`src/pol_pkg.sv`:
```
// ----------------------------------------------------------------------------
// pol_pkg
// Shared constants, codes and types of the positional ordered list.
// ----------------------------------------------------------------------------
package pol_pkg;

  localparam int CAPACITY = 16;
  localparam int CAP_W    = $clog2(CAPACITY);
  localparam int CNT_W    = $clog2(CAPACITY + 1);
  localparam int POS_W    = 5;
  localparam int LEN_W    = 5;
  localparam int VAL_W    = 32;
  localparam int OP_W     = 4;
  localparam int ST_W     = 2;
  localparam int CMP_W    = (CNT_W > POS_W) ? CNT_W : POS_W;

  localparam logic [OP_W-1:0] OP_CLEAR     = 4'd0;
  localparam logic [OP_W-1:0] OP_INS_FRONT = 4'd1;
  localparam logic [OP_W-1:0] OP_INS_END   = 4'd2;
  localparam logic [OP_W-1:0] OP_INS_POS   = 4'd3;
  localparam logic [OP_W-1:0] OP_DEL_FRONT = 4'd4;
  localparam logic [OP_W-1:0] OP_DEL_END   = 4'd5;
  localparam logic [OP_W-1:0] OP_DEL_POS   = 4'd6;
  localparam logic [OP_W-1:0] OP_COUNT     = 4'd7;
  localparam logic [OP_W-1:0] OP_READ_ALL  = 4'd8;

  localparam logic [ST_W-1:0] STAT_OK      = 2'd0;
  localparam logic [ST_W-1:0] STAT_EMPTY   = 2'd1;
  localparam logic [ST_W-1:0] STAT_INVALID = 2'd2;
  localparam logic [ST_W-1:0] STAT_FULL    = 2'd3;

  localparam logic [2:0] ACT_NONE  = 3'd0;
  localparam logic [2:0] ACT_CLEAR = 3'd1;
  localparam logic [2:0] ACT_INS   = 3'd2;
  localparam logic [2:0] ACT_DEL   = 3'd3;
  localparam logic [2:0] ACT_READ  = 3'd4;

  typedef struct packed {
    logic [2:0]      act;
    logic [ST_W-1:0] status;
    logic [CAP_W-1:0] idx;
  } plan_t;

endpackage

```
`src/positional_ordered_list.sv`:
```
// Results are registered: a result appears in the cycle after the one that
// finishes its item. Clear, count, errors, insert at end and delete at end
// finish in the accept cycle, so such items can be taken every cycle. Other
// inserts and deletes stay busy while they shift, one storage entry moved per
// cycle; read all streams one element per cycle and the receiver cannot stall.
// Reset clears the element count, state, read pointer and valid flag only.
// ----------------------------------------------------------------------------
// positional_ordered_list
// Bounded ordered list of signed words kept in a synchronous memory, edited
// by a shift sequencer and read out one element per cycle.
// ----------------------------------------------------------------------------
module positional_ordered_list (
  input  logic                               clk_i,
  input  logic                               rst_ni,
  input  logic                               start,
  output logic                               busy,
  input  logic [pol_pkg::OP_W-1:0]           opcode_i,
  input  logic [pol_pkg::POS_W-1:0]          position_i,
  input  logic signed [pol_pkg::VAL_W-1:0]   value_i,
  output logic                               valid_o,
  output logic signed [pol_pkg::VAL_W-1:0]   value_out_o,
  output logic [pol_pkg::ST_W-1:0]           status_o,
  output logic [pol_pkg::LEN_W-1:0]          length_o,
  output logic                               last_o
);

  localparam logic [2:0] S_IDLE = 3'd0;
  localparam logic [2:0] S_INS  = 3'd1;
  localparam logic [2:0] S_PUT  = 3'd2;
  localparam logic [2:0] S_DEL  = 3'd3;
  localparam logic [2:0] S_READ = 3'd4;

  logic [2:0]                 state_q, state_d;
  logic [pol_pkg::CNT_W-1:0]  count_q, count_d;
  logic [pol_pkg::CAP_W-1:0]  ptr_q, ptr_d;
  logic [pol_pkg::CAP_W-1:0]  idx_q, idx_d;
  logic [pol_pkg::VAL_W-1:0]  word_q, word_d;

  logic                       valid_q, valid_d;
  logic [pol_pkg::VAL_W-1:0]  value_q, value_d;
  logic [pol_pkg::ST_W-1:0]   status_q, status_d;
  logic [pol_pkg::LEN_W-1:0]  length_q, length_d;
  logic                       last_q, last_d;

  logic                       we;
  logic [pol_pkg::CAP_W-1:0]  waddr;
  logic [pol_pkg::VAL_W-1:0]  wdata;
  logic [pol_pkg::VAL_W-1:0]  rdata;

  pol_pkg::plan_t             plan;
  logic                       accept;
  logic                       ptr_at_end;

  pol_decode u_decode (
    .opcode_i   (opcode_i),
    .position_i (position_i),
    .count_i    (count_q),
    .plan_o     (plan)
  );

  pol_ram #(
    .DEPTH (pol_pkg::CAPACITY),
    .WIDTH (pol_pkg::VAL_W)
  ) u_ram (
    .clk_i   (clk_i),
    .we_i    (we),
    .waddr_i (waddr),
    .wdata_i (wdata),
    .raddr_i (ptr_d),
    .rdata_o (rdata)
  );

  assign busy       = (state_q != S_IDLE);
  assign accept     = start && !busy;
  assign ptr_at_end = (pol_pkg::CNT_W'(ptr_q) + pol_pkg::CNT_W'(1) == count_q);

  always_comb begin
    state_d  = state_q;
    count_d  = count_q;
    ptr_d    = ptr_q;
    idx_d    = idx_q;
    word_d   = word_q;
    valid_d  = 1'b0;
    value_d  = '0;
    status_d = pol_pkg::STAT_OK;
    length_d = length_q;
    last_d   = 1'b1;
    we       = 1'b0;
    waddr    = '0;
    wdata    = '0;
    case (state_q)
      S_IDLE: begin
        if (accept) begin
          valid_d  = 1'b1;
          status_d = plan.status;
          length_d = pol_pkg::LEN_W'(count_q);
          case (plan.act)
            pol_pkg::ACT_CLEAR: begin
              count_d  = '0;
              length_d = '0;
            end
            pol_pkg::ACT_INS: begin
              if (pol_pkg::CNT_W'(plan.idx) == count_q) begin
                // append needs no shifting
                we       = 1'b1;
                waddr    = plan.idx;
                wdata    = $unsigned(value_i);
                count_d  = count_q + pol_pkg::CNT_W'(1);
                length_d = pol_pkg::LEN_W'(count_d);
              end else begin
                valid_d = 1'b0;
                ptr_d   = pol_pkg::CAP_W'(count_q - pol_pkg::CNT_W'(1));
                idx_d   = plan.idx;
                word_d  = $unsigned(value_i);
                state_d = S_INS;
              end
            end
            pol_pkg::ACT_DEL: begin
              if (pol_pkg::CNT_W'(plan.idx) + pol_pkg::CNT_W'(1) == count_q) begin
                count_d  = count_q - pol_pkg::CNT_W'(1);
                length_d = pol_pkg::LEN_W'(count_d);
              end else begin
                valid_d = 1'b0;
                ptr_d   = plan.idx + pol_pkg::CAP_W'(1);
                state_d = S_DEL;
              end
            end
            pol_pkg::ACT_READ: begin
              valid_d = 1'b0;
              ptr_d   = '0;
              state_d = S_READ;
            end
            default: begin
            end
          endcase
        end
      end
      S_INS: begin
        // move entry ptr up by one, walking toward the insert point
        we    = 1'b1;
        waddr = ptr_q + pol_pkg::CAP_W'(1);
        wdata = rdata;
        if (ptr_q == idx_q) begin
          state_d = S_PUT;
        end else begin
          ptr_d = ptr_q - pol_pkg::CAP_W'(1);
        end
      end
      S_PUT: begin
        we       = 1'b1;
        waddr    = idx_q;
        wdata    = word_q;
        count_d  = count_q + pol_pkg::CNT_W'(1);
        valid_d  = 1'b1;
        length_d = pol_pkg::LEN_W'(count_d);
        state_d  = S_IDLE;
      end
      S_DEL: begin
        // move entry ptr down by one, walking toward the end
        we    = 1'b1;
        waddr = ptr_q - pol_pkg::CAP_W'(1);
        wdata = rdata;
        if (ptr_at_end) begin
          count_d  = count_q - pol_pkg::CNT_W'(1);
          valid_d  = 1'b1;
          length_d = pol_pkg::LEN_W'(count_d);
          state_d  = S_IDLE;
        end else begin
          ptr_d = ptr_q + pol_pkg::CAP_W'(1);
        end
      end
      S_READ: begin
        valid_d  = 1'b1;
        value_d  = rdata;
        length_d = pol_pkg::LEN_W'(count_q);
        last_d   = ptr_at_end;
        if (ptr_at_end) begin
          state_d = S_IDLE;
        end else begin
          ptr_d = ptr_q + pol_pkg::CAP_W'(1);
        end
      end
      default: begin
        state_d = S_IDLE;
      end
    endcase
  end

  always_ff @(posedge clk_i or negedge rst_ni) begin
    if (!rst_ni) begin
      state_q <= S_IDLE;
      count_q <= '0;
      ptr_q   <= '0;
      valid_q <= 1'b0;
    end else begin
      state_q <= state_d;
      count_q <= count_d;
      ptr_q   <= ptr_d;
      valid_q <= valid_d;
    end
  end

  always_ff @(posedge clk_i) begin
    idx_q    <= idx_d;
    word_q   <= word_d;
    value_q  <= value_d;
    status_q <= status_d;
    length_q <= length_d;
    last_q   <= last_d;
  end

  assign valid_o     = valid_q;
  assign value_out_o = $signed(value_q);
  assign status_o    = status_q;
  assign length_o    = length_q;
  assign last_o      = last_q;

  a_count_bound: assert property (@(posedge clk_i) disable iff (!rst_ni)
    count_q <= pol_pkg::CNT_W'(pol_pkg::CAPACITY))
    else $error("element count above capacity");

  a_read_streams: assert property (@(posedge clk_i) disable iff (!rst_ni)
    state_q == S_READ |=> valid_o)
    else $error("read all cycle gave no result");

  a_shift_not_full: assert property (@(posedge clk_i) disable iff (!rst_ni)
    (state_q == S_INS || state_q == S_PUT) |-> count_q < pol_pkg::CNT_W'(pol_pkg::CAPACITY))
    else $error("insert shifting on a full list");

  a_put_grows: assert property (@(posedge clk_i) disable iff (!rst_ni)
    state_q == S_PUT |=> count_q == $past(count_q) + pol_pkg::CNT_W'(1))
    else $error("insert did not grow the list");

  a_del_nonempty: assert property (@(posedge clk_i) disable iff (!rst_ni)
    state_q == S_DEL |-> count_q > pol_pkg::CNT_W'(1))
    else $error("delete shifting on a list of one or none");

endmodule

```
`src/pol_ram.sv`:
```
// ----------------------------------------------------------------------------
// pol_ram
// Simple dual-port storage: one write port, one read port, registered read.
// ----------------------------------------------------------------------------
module pol_ram #(
  parameter int DEPTH = 16,
  parameter int WIDTH = 32
) (
  input  logic                     clk_i,
  input  logic                     we_i,
  input  logic [$clog2(DEPTH)-1:0] waddr_i,
  input  logic [WIDTH-1:0]         wdata_i,
  input  logic [$clog2(DEPTH)-1:0] raddr_i,
  output logic [WIDTH-1:0]         rdata_o
);

  logic [WIDTH-1:0] mem [DEPTH];

  always_ff @(posedge clk_i) begin
    if (we_i) begin
      mem[waddr_i] <= wdata_i;
    end
  end

  always_ff @(posedge clk_i) begin
    rdata_o <= mem[raddr_i];
  end

endmodule

```
`src/pol_decode.sv`:
```
// ----------------------------------------------------------------------------
// pol_decode
// Turns opcode, position and current length into an action, a status and
// the storage index the action works on.
// ----------------------------------------------------------------------------
module pol_decode (
  input  logic [pol_pkg::OP_W-1:0]  opcode_i,
  input  logic [pol_pkg::POS_W-1:0] position_i,
  input  logic [pol_pkg::CNT_W-1:0] count_i,
  output pol_pkg::plan_t            plan_o
);

  logic [pol_pkg::CMP_W-1:0] cnt_x;
  logic [pol_pkg::CMP_W-1:0] pos_x;
  logic                      full;
  logic                      empty;
  logic                      pos_bad;
  logic [pol_pkg::CAP_W-1:0] idx_end;
  logic [pol_pkg::CAP_W-1:0] idx_last;
  logic [pol_pkg::CAP_W-1:0] idx_pos;

  assign cnt_x    = pol_pkg::CMP_W'(count_i);
  assign pos_x    = pol_pkg::CMP_W'(position_i);
  assign full     = (count_i == pol_pkg::CNT_W'(pol_pkg::CAPACITY));
  assign empty    = (count_i == '0);
  assign pos_bad  = (pos_x == '0) || (pos_x > cnt_x);
  assign idx_end  = pol_pkg::CAP_W'(count_i);
  assign idx_last = pol_pkg::CAP_W'(cnt_x - pol_pkg::CMP_W'(1));
  assign idx_pos  = pol_pkg::CAP_W'(pos_x - pol_pkg::CMP_W'(1));

  always_comb begin
    plan_o.act    = pol_pkg::ACT_NONE;
    plan_o.status = pol_pkg::STAT_OK;
    plan_o.idx    = '0;
    case (opcode_i)
      pol_pkg::OP_CLEAR: begin
        plan_o.act = pol_pkg::ACT_CLEAR;
      end
      pol_pkg::OP_INS_FRONT: begin
        if (full) begin
          plan_o.status = pol_pkg::STAT_FULL;
        end else begin
          plan_o.act = pol_pkg::ACT_INS;
        end
      end
      pol_pkg::OP_INS_END: begin
        if (full) begin
          plan_o.status = pol_pkg::STAT_FULL;
        end else begin
          plan_o.act = pol_pkg::ACT_INS;
          plan_o.idx = idx_end;
        end
      end
      pol_pkg::OP_INS_POS: begin
        // position is checked before fullness
        if (pos_bad) begin
          plan_o.status = pol_pkg::STAT_INVALID;
        end else if (full) begin
          plan_o.status = pol_pkg::STAT_FULL;
        end else begin
          plan_o.act = pol_pkg::ACT_INS;
          plan_o.idx = idx_pos;
        end
      end
      pol_pkg::OP_DEL_FRONT: begin
        if (empty) begin
          plan_o.status = pol_pkg::STAT_EMPTY;
        end else begin
          plan_o.act = pol_pkg::ACT_DEL;
        end
      end
      pol_pkg::OP_DEL_END: begin
        if (empty) begin
          plan_o.status = pol_pkg::STAT_EMPTY;
        end else begin
          plan_o.act = pol_pkg::ACT_DEL;
          plan_o.idx = idx_last;
        end
      end
      pol_pkg::OP_DEL_POS: begin
        // front and end cases come first, so an empty list reports empty at position 0 or 1
        if (pos_x == pol_pkg::CMP_W'(1) || pos_x == cnt_x) begin
          if (empty) begin
            plan_o.status = pol_pkg::STAT_EMPTY;
          end else begin
            plan_o.act = pol_pkg::ACT_DEL;
            plan_o.idx = (pos_x == pol_pkg::CMP_W'(1)) ? '0 : idx_last;
          end
        end else if (pos_bad) begin
          plan_o.status = pol_pkg::STAT_INVALID;
        end else begin
          plan_o.act = pol_pkg::ACT_DEL;
          plan_o.idx = idx_pos;
        end
      end
      pol_pkg::OP_COUNT: begin
        plan_o.act = pol_pkg::ACT_NONE;
      end
      pol_pkg::OP_READ_ALL: begin
        if (empty) begin
          plan_o.status = pol_pkg::STAT_EMPTY;
        end else begin
          plan_o.act = pol_pkg::ACT_READ;
        end
      end
      default: begin
        plan_o.status = pol_pkg::STAT_INVALID;
      end
    endcase
  end

endmodule
```
`config.mk`:
```
export PLATFORM = sky130hd
export DESIGN_NAME = positional_ordered_list
export DESIGN_NICKNAME = d
export VERILOG_FILES = /design/src/pol_pkg.sv /design/src/positional_ordered_list.sv /design/src/pol_ram.sv /design/src/pol_decode.sv
export SDC_FILE = /design/constraint.sdc
export NUM_CORES = 1
export LEC_CHECK = 0
export ABC_AREA = 1
export CORE_UTILIZATION = 43
export CTS_CLUSTER_DIAMETER = 120
export CTS_CLUSTER_SIZE = 20
export DETAILED_ROUTE_END_ITERATION = 16
export DONT_BUFFER_PORTS = 1
export PLACE_DENSITY = 0.7
export REMOVE_ABC_BUFFERS = 1
export SYNTH_ARGS = -nofsm -noshare
export SYNTH_HDL_FRONTEND = slang
export SYNTH_SLANG_ARGS = --single-unit
```
`constraint.sdc`:
```
create_clock -name clk_i -period 17.5 [get_ports clk_i]
set_clock_uncertainty 0.05 [all_clocks]
set_input_delay 0.875 -clock clk_i [delete_from_list [all_inputs] [get_ports clk_i]]
set_output_delay 0.875 -clock clk_i [all_outputs]
set_load 0.005 [all_outputs]
```
==> results.json <==
{
  "die_w_um": 252,
  "hold_path.class": "input pin to flip-flop",
  "setup_violations": 0,
  "worst_ep_arrival_time_ns": 7.21,
  "synth_cell_types": 51,
  "fin_nets": 2412,
  "dr_total_vias": 18155,
  "crit_path_max_fanout": 180,
  "gp_congestion": 0.852,
  "cts_sinks": 633,
  "timing.fmax_mhz": 148,
  "final_cell_mix": "nand3_1 (659), nand2_1 (594), edfxtp_1 (553)",
  "hold_viol_final": 0,
  "ys_seq_area_frac": 0.682,
  "drcViolationCount": 0,
  "dr.pass1.iters": 6,
  "drive_gt1_frac": 0.0537,
  "detail-route-antenna-nets": 0,
  "grt_pass1_wl_um": 102000,
  "clock_latency_ns": 0.56,
  "async_flop_share": 0.0205,
  "totalWireLength_um": 66500,
  "port_buffers": 0,
  "avgSynthCellArea_sq_um": 11.0,
  "critPathRequiredTime_ns": 17.95,
  "grt_overflow": 0,
  "wl_per_cell_um": 20.6,
  "area_growth_pct": 6.82,
  "period_needed_ns": 6.76,
  "period_share": 0.386,
  "diodes": 0,
  "routed_via_density": 5.63,
  "cts_max_level": 2,
  "netlist_area_sq_mm": 0.0268,
  "num-fill-cells": 5463,
  "cp_common_cell": "nand2_1",
  "tns_ns": 0,
  "row_count": 91,
  "multi_input_area_sq_mm": 0.00756,
  "dieArea_sq_mm": 0.0633,
  "tightest_slew_ns": 1.33,
  "synth_edf_count": 553,
  "seqCellArea_sq_mm": 0.0183,
  "clk_path_buf_depth": 3,
  "drt_iter0_drc": 1967,
  "grt_pass1_vias": 17401,
  "postSynthCellCount": 2439,
  "start_kind": "flip-flop",
  "status": "complete, no violations",
  "rsz0062_at_grt": "no",
  "pin_count": 86,
  "grt_max_degree": 217,
  "dp.final_hpwl_um": 35900,
  "die_h_um": 252,
  "slowest_delay_ns": 0.99,
  "antenna_found_initial": 0,
  "ys_warn_count": 0,
  "crit_path_end_kind": "flip-flop",
  "tritoncts": "done",
  "cpMaxStageDelayCell": "nand2_8",
  "coreArea_sq_mm": 0.0616,
  "yosys_most_used_dff": "edfxtp_1",
  "layout_commonest_cell": "nand3_1",
  "maxSlewViolCount": 0,
  "track_usage": 0.207,
  "drv_cap": 0,
  "yosys_register_bits": 633,
  "cts-root-buf": "clkbuf_16",
  "cts_buffers": 37,
  "initial_utilization": 0.435,
  "clk_transition_reported_paths_ns": 0.09,
  "critPathKind": "flip-flop to flip-flop",
  "maxSlewHeadroom": 0.114
}
## synth_stat cells (4+ instances only)
master | number | area [sq um]
a221oi_1 | 4 | 35.0
nand4_1 | 12 | 75.1
clkbuf_1 | 49 | 184
clkinv_1 | 4 | 15.0
xor2_1 | 10 | 87.6
edfxtp_1 | 553 | 16600
dfxtp_1 | 67 | 1340
nor2_1 | 107 | 402
a31oi_1 | 4 | 25.0
dfrtp_1 | 13 | 325
a22oi_1 | 33 | 248
inv_2 | 7 | 26.3
nand3_2 | 7 | 70.1
ha_1 | 12 | 150
o22ai_1 | 4 | 25.0
inv_1 | 94 | 353
nand2_1 | 595 | 2230
nand2_2 | 5 | 31.3
buf_2 | 74 | 370
xnor2_1 | 4 | 35.0
buf_4 | 22 | 165
a21oi_1 | 21 | 105
o21ai_0 | 35 | 175
nand3_1 | 659 | 3300
## critical path: cells and delay by family (launching register included)
family | cells | cell delay (ns)
adders and majority gates | 2 | 0.65
and+or+nand+nor | 27 | 3.97
DFF | 1 | 0.65
buffers and inverters | 3 | 1.25
## sequential cells by signal (all words and copies together), names as in the netlist, 4 cells and up
register       count
length_o           5
word_q            32
idx_q              4
u_ram.rdata_o     32
value_out_o       32
count_q            5
ptr_q              4
u_ram.mem        512
## final cells by class
| class | count | share of cell area |
|---|---|---|
| Tap cell | 837 | 0.0366 |
| Clock inverter | 2 | 0.000612 |
| Inverter | 105 | 0.0138 |
| Sequential cell | 633 | 0.639 |
| Clock buffer | 66 | 0.0377 |
| Timing Repair Buffer | 29 | 0.00814 |
| Multi-Input combinational cell | 1550 | 0.264 |
## cell families (layout without fill, tap and decap cells)
logic type      after synthesis  in the layout  share of synthesized area
buf+inv                     256            202                     0.0433
fa+ha+maj                    12             12                    0.00561
compound gates              123            123                     0.0301
flops                       633            633                      0.682
xor+xnor                     15             15                    0.00519
simple gates               1400           1400                      0.233
## per-stage QoR
stage          cells   util  hold slack (ns)  instance area (sq um)  worst slack (ns)
4_1_cts         3222  0.464            0.327                  28600             10.84
3_5_place_dp    3153  0.446            0.370                  27500             10.89
2_1_floorplan   2288      -            0.359                  26000              8.26
3_3_place_gp    3153  0.446            0.374                  27500             11.10
6_report        3222  0.464            0.353                  28600             10.74
5_1_grt         3222  0.464            0.325                  28600             10.05
## path summary, 6_finish.rpt
kind                                         from           endpoint  slack (ns)  depth (start not counted)
min in group asynchronous                  rst_ni         count_q[4]        0.74                          1
worst min-delay path                  value_i[28]         word_q[28]        0.35                          0
worst max register to register         count_q[2]  u_ram.rdata_o[16]       10.74                         32
worst max-delay path                   count_q[2]  u_ram.rdata_o[16]       10.74                         32
max in group asynchronous                  rst_ni           ptr_q[3]       16.22                          1
worst min register to register  u_ram.rdata_o[29]    value_out_o[29]        0.38                          2
## layer usage
metal | part of all wire | vias to the layer above | GRT usage
li1 | - | 8419 | -
met1 | 0.41 | 8852 | 0.273
met2 | 0.49 | 774 | 0.344
met3 | 0.077 | 110 | 0.0337
met4 | 0.032 | 0 | 0.0763
met5 | 0 | - | 0
## what timing repair did
action                                 CTS  global route
setup buffers                            0             0
endpoints found under the hold margin   13             0
setup endpoints to repair                0             0
resized for setup                        0             0
hold buffers                             1             0
Power is not shown: default switching activity piles up to over one toggle a cycle in this logic, so the estimate is an artifact.
